==> src/rtl/pidsr_pkg.sv <==
// Shared constants, register codes and widths for the PID speed regulator.
package pidsr_pkg;

  // field and register widths
  localparam int MEAS_W     = 16;
  localparam int SETP_W     = 16;
  localparam int DRIVE_W    = 32;
  localparam int GAIN_W     = 24;
  localparam int ILIM_W     = 20;
  localparam int DLIM_W     = 16;
  localparam int CFG_ADDR_W = 3;
  localparam int CFG_DATA_W = 24;

  // datapath widths
  localparam int ERR_W    = MEAS_W + 1;           // setpoint - measured
  localparam int DERR_W   = ERR_W + 1;            // err - previous err
  localparam int ESUM_W   = 24;                   // error integral
  localparam int PROD_P_W = GAIN_W + 1 + DERR_W;  // gain x 18-bit operand
  localparam int PROD_I_W = GAIN_W + 1 + ESUM_W;  // gain x 24-bit operand
  localparam int PSUM_W   = PROD_I_W + 1;         // sum of three products

  // register indexes on the configuration port
  typedef enum logic [CFG_ADDR_W-1:0] {
    REG_LAW_SELECT     = 3'd0,
    REG_SETPOINT       = 3'd1,
    REG_GAIN_P         = 3'd2,
    REG_GAIN_I         = 3'd3,
    REG_GAIN_D         = 3'd4,
    REG_INTEGRAL_LIMIT = 3'd5,
    REG_DRIVE_LIMIT    = 3'd6
  } cfg_reg_t;

  // control laws
  localparam logic LAW_POSITIONAL  = 1'b0;
  localparam logic LAW_INCREMENTAL = 1'b1;

  // register reset values
  localparam logic [SETP_W-1:0] SETPOINT_RST  = 16'd50;
  localparam logic [GAIN_W-1:0] GAIN_P_RST    = 24'd524288;  // 8.0 in Q8.16
  localparam logic [GAIN_W-1:0] GAIN_I_RST    = 24'd32768;   // 0.5 in Q8.16
  localparam logic [GAIN_W-1:0] GAIN_D_RST    = 24'd0;
  localparam logic [ILIM_W-1:0] ILIM_RST      = 20'd7200;
  localparam logic [DLIM_W-1:0] DLIM_RST      = 16'd719;

endpackage

==> src/rtl/pid_speed_regulator_top.sv <==
// PID speed regulator: positional PID with clamps or incremental PI, fully pipelined.
//
// Usage:
//   in_*  : one measured sample per transaction (in_tdata[15:0], signed).
//   out_* : one drive value per input transaction, same order.
//           out_tdata = drive (32-bit signed), out_tuser = clamped flag.
//   cfg_* : plain write port; cfg_addr selects the register, written on any
//           edge with cfg_we high. Unused indexes are ignored. Write only
//           while the pipeline is empty.
// Pipeline: operand, product, product sum and output registers, in that order;
//   the operand register loads on the accepting edge.
// Throughput: one transaction per cycle while the output is not stalled. The
//   loop-carried state (error integral, previous error) is updated at the
//   input stage with an add and a compare; the incremental total closes its
//   loop in the output stage with one wide add, a rounding add and a saturate.
// Stall: each stage advances when the stage after it is empty or moving,
//   so bubbles collapse and input is still taken while a result waits, if a stage is empty.
// Reset (rst_n low, synchronous): pipeline emptied, integral, previous
//   error and incremental total cleared, registers back to defaults.
module pid_speed_regulator_top #(
  parameter int GAIN_FRACTION_BITS = 16
) (
  input  logic                                  clk,
  input  logic                                  rst_n,
  // input stream
  input  logic                                  in_tvalid,
  output logic                                  in_tready,
  input  logic [pidsr_pkg::MEAS_W-1:0]          in_tdata,   // [15:0] measured
  // result stream
  output logic                                  out_tvalid,
  input  logic                                  out_tready,
  output logic [pidsr_pkg::DRIVE_W-1:0]         out_tdata,  // [31:0] drive
  output logic                                  out_tuser,  // [0] clamped
  // configuration
  input  logic                                  cfg_we,
  input  logic [pidsr_pkg::CFG_ADDR_W-1:0]      cfg_addr,
  input  logic [pidsr_pkg::CFG_DATA_W-1:0]      cfg_wdata
);

  localparam int FB     = GAIN_FRACTION_BITS;
  localparam int ACC_W  = (((32 + FB) > pidsr_pkg::PSUM_W) ? (32 + FB)
                                                           : pidsr_pkg::PSUM_W) + 2;
  localparam int TR_W   = ACC_W - FB;
  localparam logic [ACC_W-1:0] FRAC_MASK = {{(ACC_W-FB){1'b0}}, {FB{1'b1}}};

  localparam int ERR_W    = pidsr_pkg::ERR_W;
  localparam int DERR_W   = pidsr_pkg::DERR_W;
  localparam int ESUM_W   = pidsr_pkg::ESUM_W;
  localparam int PROD_P_W = pidsr_pkg::PROD_P_W;
  localparam int PROD_I_W = pidsr_pkg::PROD_I_W;
  localparam int PSUM_W   = pidsr_pkg::PSUM_W;

  // ---------------- configuration registers ----------------
  logic                                  law_r;
  logic signed [pidsr_pkg::SETP_W-1:0]   setpoint_r;
  logic [pidsr_pkg::GAIN_W-1:0]          gain_p_r, gain_i_r, gain_d_r;
  logic [pidsr_pkg::ILIM_W-1:0]          ilim_r;
  logic [pidsr_pkg::DLIM_W-1:0]          dlim_r;

  always_ff @(posedge clk) begin
    if (!rst_n) begin
      law_r      <= pidsr_pkg::LAW_POSITIONAL;
      setpoint_r <= pidsr_pkg::SETPOINT_RST;
      gain_p_r   <= pidsr_pkg::GAIN_P_RST;
      gain_i_r   <= pidsr_pkg::GAIN_I_RST;
      gain_d_r   <= pidsr_pkg::GAIN_D_RST;
      ilim_r     <= pidsr_pkg::ILIM_RST;
      dlim_r     <= pidsr_pkg::DLIM_RST;
    end else if (cfg_we) begin
      case (pidsr_pkg::cfg_reg_t'(cfg_addr))
        pidsr_pkg::REG_LAW_SELECT:     law_r      <= cfg_wdata[0];
        pidsr_pkg::REG_SETPOINT:       setpoint_r <= cfg_wdata[pidsr_pkg::SETP_W-1:0];
        pidsr_pkg::REG_GAIN_P:         gain_p_r   <= cfg_wdata[pidsr_pkg::GAIN_W-1:0];
        pidsr_pkg::REG_GAIN_I:         gain_i_r   <= cfg_wdata[pidsr_pkg::GAIN_W-1:0];
        pidsr_pkg::REG_GAIN_D:         gain_d_r   <= cfg_wdata[pidsr_pkg::GAIN_W-1:0];
        pidsr_pkg::REG_INTEGRAL_LIMIT: ilim_r     <= cfg_wdata[pidsr_pkg::ILIM_W-1:0];
        pidsr_pkg::REG_DRIVE_LIMIT:    dlim_r     <= cfg_wdata[pidsr_pkg::DLIM_W-1:0];
        default: ;
      endcase
    end
  end

  // ---------------- pipeline flow control ----------------
  logic v1_r, v2_r, v3_r, out_valid_r;
  logic free1, free2, free3, free4, in_acc, out_load;

  assign free4     = !out_valid_r || out_tready;
  assign free3     = !v3_r || free4;
  assign free2     = !v2_r || free3;
  assign free1     = !v1_r || free2;
  assign in_tready = free1;
  assign in_acc    = in_tvalid && free1;
  assign out_load  = v3_r && free4;

  always_ff @(posedge clk) begin
    if (!rst_n) begin
      v1_r        <= 1'b0;
      v2_r        <= 1'b0;
      v3_r        <= 1'b0;
      out_valid_r <= 1'b0;
    end else begin
      if (free1) v1_r        <= in_tvalid;
      if (free2) v2_r        <= v1_r;
      if (free3) v3_r        <= v2_r;
      if (free4) out_valid_r <= v3_r;
    end
  end

  // ---------------- stage 1: error, integral, multiplier operands ----------------
  logic signed [ERR_W-1:0]  sp_ext, meas_ext, err;
  logic signed [DERR_W-1:0] err_ext, derr;
  logic signed [ESUM_W-1:0] err_wide, esum_sum, esum_clip, ilim_pos;
  logic signed [DERR_W-1:0] prev_err_r;
  logic signed [ESUM_W-1:0] esum_r;
  logic signed [DERR_W-1:0] op_p_r, op_p_nxt, op_d_r, op_d_nxt;
  logic signed [ESUM_W-1:0] op_i_r, op_i_nxt;

  always_comb begin
    sp_ext   = ERR_W'(setpoint_r);
    meas_ext = ERR_W'($signed(in_tdata));
    err      = (law_r == pidsr_pkg::LAW_INCREMENTAL) ? (meas_ext - sp_ext)
                                                     : (sp_ext - meas_ext);
    err_ext  = DERR_W'(err);
    err_wide = ESUM_W'(err);
    derr     = err_ext - prev_err_r;
    esum_sum = esum_r + err_wide;
    // anti-windup clamp on the stored integral
    ilim_pos = $signed({{(ESUM_W-pidsr_pkg::ILIM_W){1'b0}}, ilim_r});
    if (esum_sum > ilim_pos)       esum_clip = ilim_pos;
    else if (esum_sum < -ilim_pos) esum_clip = -ilim_pos;
    else                           esum_clip = esum_sum;
    // positional: kp*err + ki*esum + kd*derr; incremental: kp*derr + ki*err
    if (law_r == pidsr_pkg::LAW_INCREMENTAL) begin
      op_p_nxt = derr;
      op_i_nxt = err_wide;
      op_d_nxt = '0;
    end else begin
      op_p_nxt = err_ext;
      op_i_nxt = esum_sum;
      op_d_nxt = derr;
    end
  end

  always_ff @(posedge clk) begin
    if (!rst_n) begin
      esum_r     <= '0;
      prev_err_r <= '0;
    end else if (in_acc) begin
      prev_err_r <= err_ext;
      if (law_r == pidsr_pkg::LAW_POSITIONAL) esum_r <= esum_clip;
    end
  end

  always_ff @(posedge clk) begin
    if (free1) begin
      op_p_r <= op_p_nxt;
      op_i_r <= op_i_nxt;
      op_d_r <= op_d_nxt;
    end
  end

  // ---------------- stage 2: products ----------------
  logic signed [PROD_P_W-1:0] prod_p_r, prod_d_r;
  logic signed [PROD_I_W-1:0] prod_i_r;

  always_ff @(posedge clk) begin
    if (free2) begin
      prod_p_r <= op_p_r * $signed({1'b0, gain_p_r});
      prod_i_r <= op_i_r * $signed({1'b0, gain_i_r});
      prod_d_r <= op_d_r * $signed({1'b0, gain_d_r});
    end
  end

  // ---------------- stage 3: product sum ----------------
  logic signed [PSUM_W-1:0] psum_r;

  always_ff @(posedge clk) begin
    if (free3) begin
      psum_r <= PSUM_W'(prod_p_r) + PSUM_W'(prod_i_r) + PSUM_W'(prod_d_r);
    end
  end

  // ---------------- stage 4: accumulate, truncate, clamp ----------------
  logic signed [31:0]       total_r;
  logic signed [ACC_W-1:0]  acc_base, acc, acc_rnd;
  logic signed [TR_W-1:0]   trunc_val, dlim_pos, i32_max, i32_min;
  logic [31:0]              drive_nxt;
  logic                     clamp_nxt;

  always_comb begin
    acc_base = (law_r == pidsr_pkg::LAW_INCREMENTAL)
             ? $signed({{(ACC_W-32-FB){total_r[31]}}, total_r, {FB{1'b0}}})
             : '0;
    acc      = acc_base + ACC_W'(psum_r);
    // truncate toward zero: bias negatives by the fraction mask before the shift
    acc_rnd  = acc + (acc[ACC_W-1] ? $signed(FRAC_MASK) : '0);
    trunc_val = acc_rnd[ACC_W-1:FB];
    dlim_pos  = $signed({{(TR_W-pidsr_pkg::DLIM_W){1'b0}}, dlim_r});
    i32_max   = TR_W'(32'sh7fff_ffff);
    i32_min   = ~i32_max;
    clamp_nxt = 1'b0;
    if (law_r == pidsr_pkg::LAW_INCREMENTAL) begin
      if (trunc_val > i32_max) begin
        drive_nxt = 32'h7fff_ffff;
        clamp_nxt = 1'b1;
      end else if (trunc_val < i32_min) begin
        drive_nxt = 32'h8000_0000;
        clamp_nxt = 1'b1;
      end else begin
        drive_nxt = trunc_val[31:0];
      end
    end else begin
      if (trunc_val > dlim_pos) begin
        drive_nxt = dlim_pos[31:0];
        clamp_nxt = 1'b1;
      end else if (trunc_val < -dlim_pos) begin
        drive_nxt = 32'(-dlim_pos);
        clamp_nxt = 1'b1;
      end else begin
        drive_nxt = trunc_val[31:0];
      end
    end
  end

  // incremental accumulator closes its loop here, one result per cycle when the output can load
  always_ff @(posedge clk) begin
    if (!rst_n) begin
      total_r <= '0;
    end else if (out_load && (law_r == pidsr_pkg::LAW_INCREMENTAL)) begin
      total_r <= $signed(drive_nxt);
    end
  end

  logic [31:0] out_data_r;
  logic        out_user_r;

  always_ff @(posedge clk) begin
    if (out_load) begin
      out_data_r <= drive_nxt;
      out_user_r <= clamp_nxt;
    end
  end

  assign out_tvalid = out_valid_r;
  assign out_tdata  = out_data_r;
  assign out_tuser  = out_user_r;

endmodule

==> config.mk <==
export PLATFORM = sky130hd
export DESIGN_NAME = pid_speed_regulator_top
export DESIGN_NICKNAME = d
export VERILOG_FILES = /design/src/rtl/pidsr_pkg.sv /design/src/rtl/pid_speed_regulator_top.sv
export SDC_FILE = /design/constraint.sdc
export NUM_CORES = 2
export LEC_CHECK = 0
export BUFFER_PORTS_ARGS = -buffer_cell sky130_fd_sc_hd__buf_2
export CORE_UTILIZATION = 60
export CTS_CLUSTER_SIZE = 12
export DETAILED_ROUTE_END_ITERATION = 8
export PLACE_DENSITY = 0.91
export SLEW_MARGIN = 0
export SYNTH_ARGS = -nofsm -noshare
export SYNTH_HDL_FRONTEND = slang
export SYNTH_SLANG_ARGS = --single-unit
==> constraint.sdc <==
create_clock -name clk -period 8.9 [get_ports clk]
set_clock_uncertainty 0.05 [all_clocks]
set_input_delay 0.89 -clock clk [delete_from_list [all_inputs] [get_ports clk]]
set_output_delay 0.89 -clock clk [all_outputs]
set_load 0.02 [all_outputs]
==> flow_summary.ini <==
[floorplanning]
dieWidth_um = 361
rows = 131
coreArea_mm2 = 0.128
ios = 83
start_util_pct = 60.5
die_h_um = 361
die-area_mm2 = 0.130

[grt]
grt_overflow_total = 0
grt_pass1_vias = 65100
antenna_found_initial = 29
grt_start_max_net_pins = 98
grt_usage_pct = 36.0
grt_pass1_wl_mm = 363

[yosys]
synthArstFlopShare_pct = 0
synthesis.area_mm2 = 0.0772
netlist-cell-type-count = 91
netlist.area_leader.share_pct = 32.2
synth_edf_count = 278
synth_top_area_cell = fa_1
synth_ff_type = edfxtp_1
ys_seq_elements = 480
syn_inst = 8662
ys_warn_count = 0
syn_avg_cell_area_um2 = 8.92
synth_area_leaders = fa_1, ha_1, edfxtp_1, inv_1, nand2_1
synth_seq_area_share_pct = 16.0
synth_nets = 10700

[setup_path]
crit_arrival_ns = 8.93
critPathKind = reg2reg
worstPathMaxFanout = 24
reg2reg_from = op_i_r[15]$_DFFE_PN_
cp.required_ns = 9.25
r2r_setup_slack_ns = 0.33
worst_setup_path_end_kind = register
cp-start-kind = register
ff2ff_path_depth = 26
worstReg2RegEnd = prod_i_r[47]$_DFFE_PP_

[layout]
fin_cells = 10300
nNetsFinal = 10600
layout-drive-gt1-share_pct = 4.69
final_common_cell = inv_1
fin_area_mm2 = 0.0814
final_cell_mix = inv_1, nand2_1, fa_1, ha_1, and2_1
syn_to_final_growth_pct = 5.34

[sta]
slew_headroom_pct = 13.6
rsz0062_at_grt = no
period_needed_ns = 8.57
whs_ns = 0.408
setup_slack_ns = 0.327
worst_pin_slew_ns = 1.29
fin_crit_sh_pct = 96.3
finalHoldViolations = 0
max_freq_mhz = 117
drv_slew = 0
finalSetupViolCount = 0
finalSetupTns_ns = 0

[placed_design]
portBuffers = 82
hpwlAfterDp_mm = 184
gp_congestion = 1.02
dp.cells = 10100
pre_cts_ws_ns = 0.199
dpl_cell_area_mm2 = 0.0794

[clocking]
clk_latency_ns = 0.66
postCtsHoldBufs = 0
cts_tree = built
path_clk_slew_ns = 0.07
cts.path.max_buffers = 3
root_buffer = clkbuf_16
htreeDepth = 2
clkSinkCount = 480
cts_made_buffers = 55

[worst_hold_path]
min_from = prev_err_r[15]$_SDFFE_PN0P_
min_to = prev_err_r[15]$_SDFFE_PN0P_
holdPathStages = 2
hold_path.class = reg2reg

[power_and_ir_drop]
powerDensity_mw_per_mm2 = 281
ir_drop_uv = 445
p_leak_uw = 0.0384

[drt]
wl_per_cell_um = 22.5
ant_nets = 0
routed_wl_mm = 232
route.vias.total = 62800
drc = 0
vias_per_cell = 6.11
drt_iter0_drc = 5929
firstDrtPassIters = 6

[job]
maxCapViolations = 0

[run_status]
status = completed
routing by layer:
layer  GRT usage (%)  routed length (µm)
met1            44.7               83400
met2            57.2              105000
met3            8.71               26900
met4            21.6               16500
met5               0                 313
how the worst max path moves through the flow:
stage | startpoint | end | slack [ns] | cells past startpoint
3_5_place_dp | law_r$_SDFFE_PN0P_ | out_tdata[11]$_DFFE_PP_ | 0.20 | 34
3_3_place_gp | in_tdata[0] | esum_r[9]$_SDFFE_PN0P_ | 0.45 | 37
2_1_floorplan | law_r$_SDFFE_PN0P_ | out_tdata[11]$_DFFE_PP_ | 0.03 | 41
6_report | op_i_r[15]$_DFFE_PN_ | prod_i_r[47]$_DFFE_PP_ | 0.33 | 26
4_1_cts | law_r$_SDFFE_PN0P_ | out_tdata[20]$_DFFE_PP_ | 0.10 | 34
5_1_grt | law_r$_SDFFE_PN0P_ | out_tdata[16]$_DFFE_PP_ | 0.01 | 35
critical path: stages, from the launching register on:
cell      delay, ns
edfxtp_1       1.12
nand2_1        0.19
fa_1           0.58
inv_1          0.05
fa_1           0.50
inv_1          0.05
fa_1           0.53
inv_1          0.05
fa_1           0.53
inv_1          0.08
fa_1           0.53
fa_1           0.53
inv_1          0.06
fa_1           0.45
ha_1           0.33
o21a_1         0.14
o21ai_0        0.13
or2_2          0.33
nor2_1         0.15
o21ai_0        0.16
a31oi_1        0.36
a41oi_1        0.29
o32a_1         0.40
a31oi_1        0.32
a21o_1         0.17
a21oi_1        0.08
xnor2_1        0.14
Yosys cell counts, types with 6 or more instances:
library cell  number
dfxtp_1          202
mux2i_1           37
a2111oi_0          9
o21ai_0          202
or2_2             14
o211ai_1          28
nand2_1         1443
edfxtp_1         278
o2111ai_1         13
a31oi_1           31
or3_1             29
inv_1           1495
nor2b_1           57
o22ai_1           19
nor2_1           280
a211oi_1          52
o21a_1            64
and3_1            44
a21boi_0          20
nor4_1            13
a211o_1            7
and4_1            12
and2_1           488
o311ai_0           6
a41oi_1            7
nand2b_1         116
nor3_1            78
a311oi_1          20
nand4_1           42
xor2_1            84
clkbuf_1         390
a21o_1           124
or4_1             10
buf_1             13
nand3_1           93
o31ai_1           35
a21oi_1          438
o21bai_1          50
nand3b_1           7
mux2_2            15
xnor2_1          207
fa_1            1241
ha_1             753
cells by family (layout without fill, tap and decap cells):
| kind of cell | count (synthesis) | after routing | share of synthesized area, % |
|---|---|---|---|
| flip-flops | 480 | 480 | 16.0 |
| buffers and inverters | 1903 | 1838 | 9.26 |
| XOR/XNOR | 292 | 292 | 3.32 |
| adder cells (fa/ha/maj) | 1995 | 1995 | 44.4 |
| other | 0 | 26 | 0 |
| AND/OR/NAND/NOR | 2750 | 2750 | 16.6 |
| multiplexers | 52 | 52 | 0.698 |
| AO/OA/AOI/OAI | 1190 | 1190 | 9.73 |
per-stage QoR:
| step | power [µW] | util [%] |
|---|---|---|
| after detailed placement | 19800 | 62.2 |
| after floorplan | 14000 | - |
| after CTS | 22300 | 63.6 |
| final | 22900 | 63.7 |
| after global placement | 19400 | 62.2 |
| after global routing | 24100 | 63.7 |
timing repair:
action	4_1_cts	5_1_grt
resized for setup	0	11
setup buffers	0	6
setup endpoints to repair	0	33
registers in the layout, indices dropped and copies added (netlist names), 16 cells and up:
register and flops:
psum_r 50, gain_d_r 24, op_d_r 18, ilim_r 20, gain_p_r 24, total_r 32, dlim_r 16, esum_r 24
prod_i_r 49, prod_p_r 43, prod_d_r 43, out_tdata 32, op_p_r 18, prev_err_r 17, op_i_r 24, setpoint_r 16
gain_i_r 24
final cells by class:
cell class | count | area [µm²]
timing repair buffer | 238 | 1610
tap | 1662 | 2080
clock buffer | 74 | 1510
sequential | 480 | 12400
inverter | 1496 | 5620
fill | 9781 | 46300
multi-input combinational | 6279 | 57800
antenna | 26 | 65.1
clock inverter | 30 | 284
power by group:
| group | switching, µW | total (µW) | internal (µW) |
|---|---|---|---|
| clock | 1040 | 2320 | 1280 |
| combinational | 10400 | 16100 | 5720 |
| sequential | 1010 | 4460 | 3450 |
| total | 12400 | 22900 | 10400 |
Power figures use the tool's default switching activity.
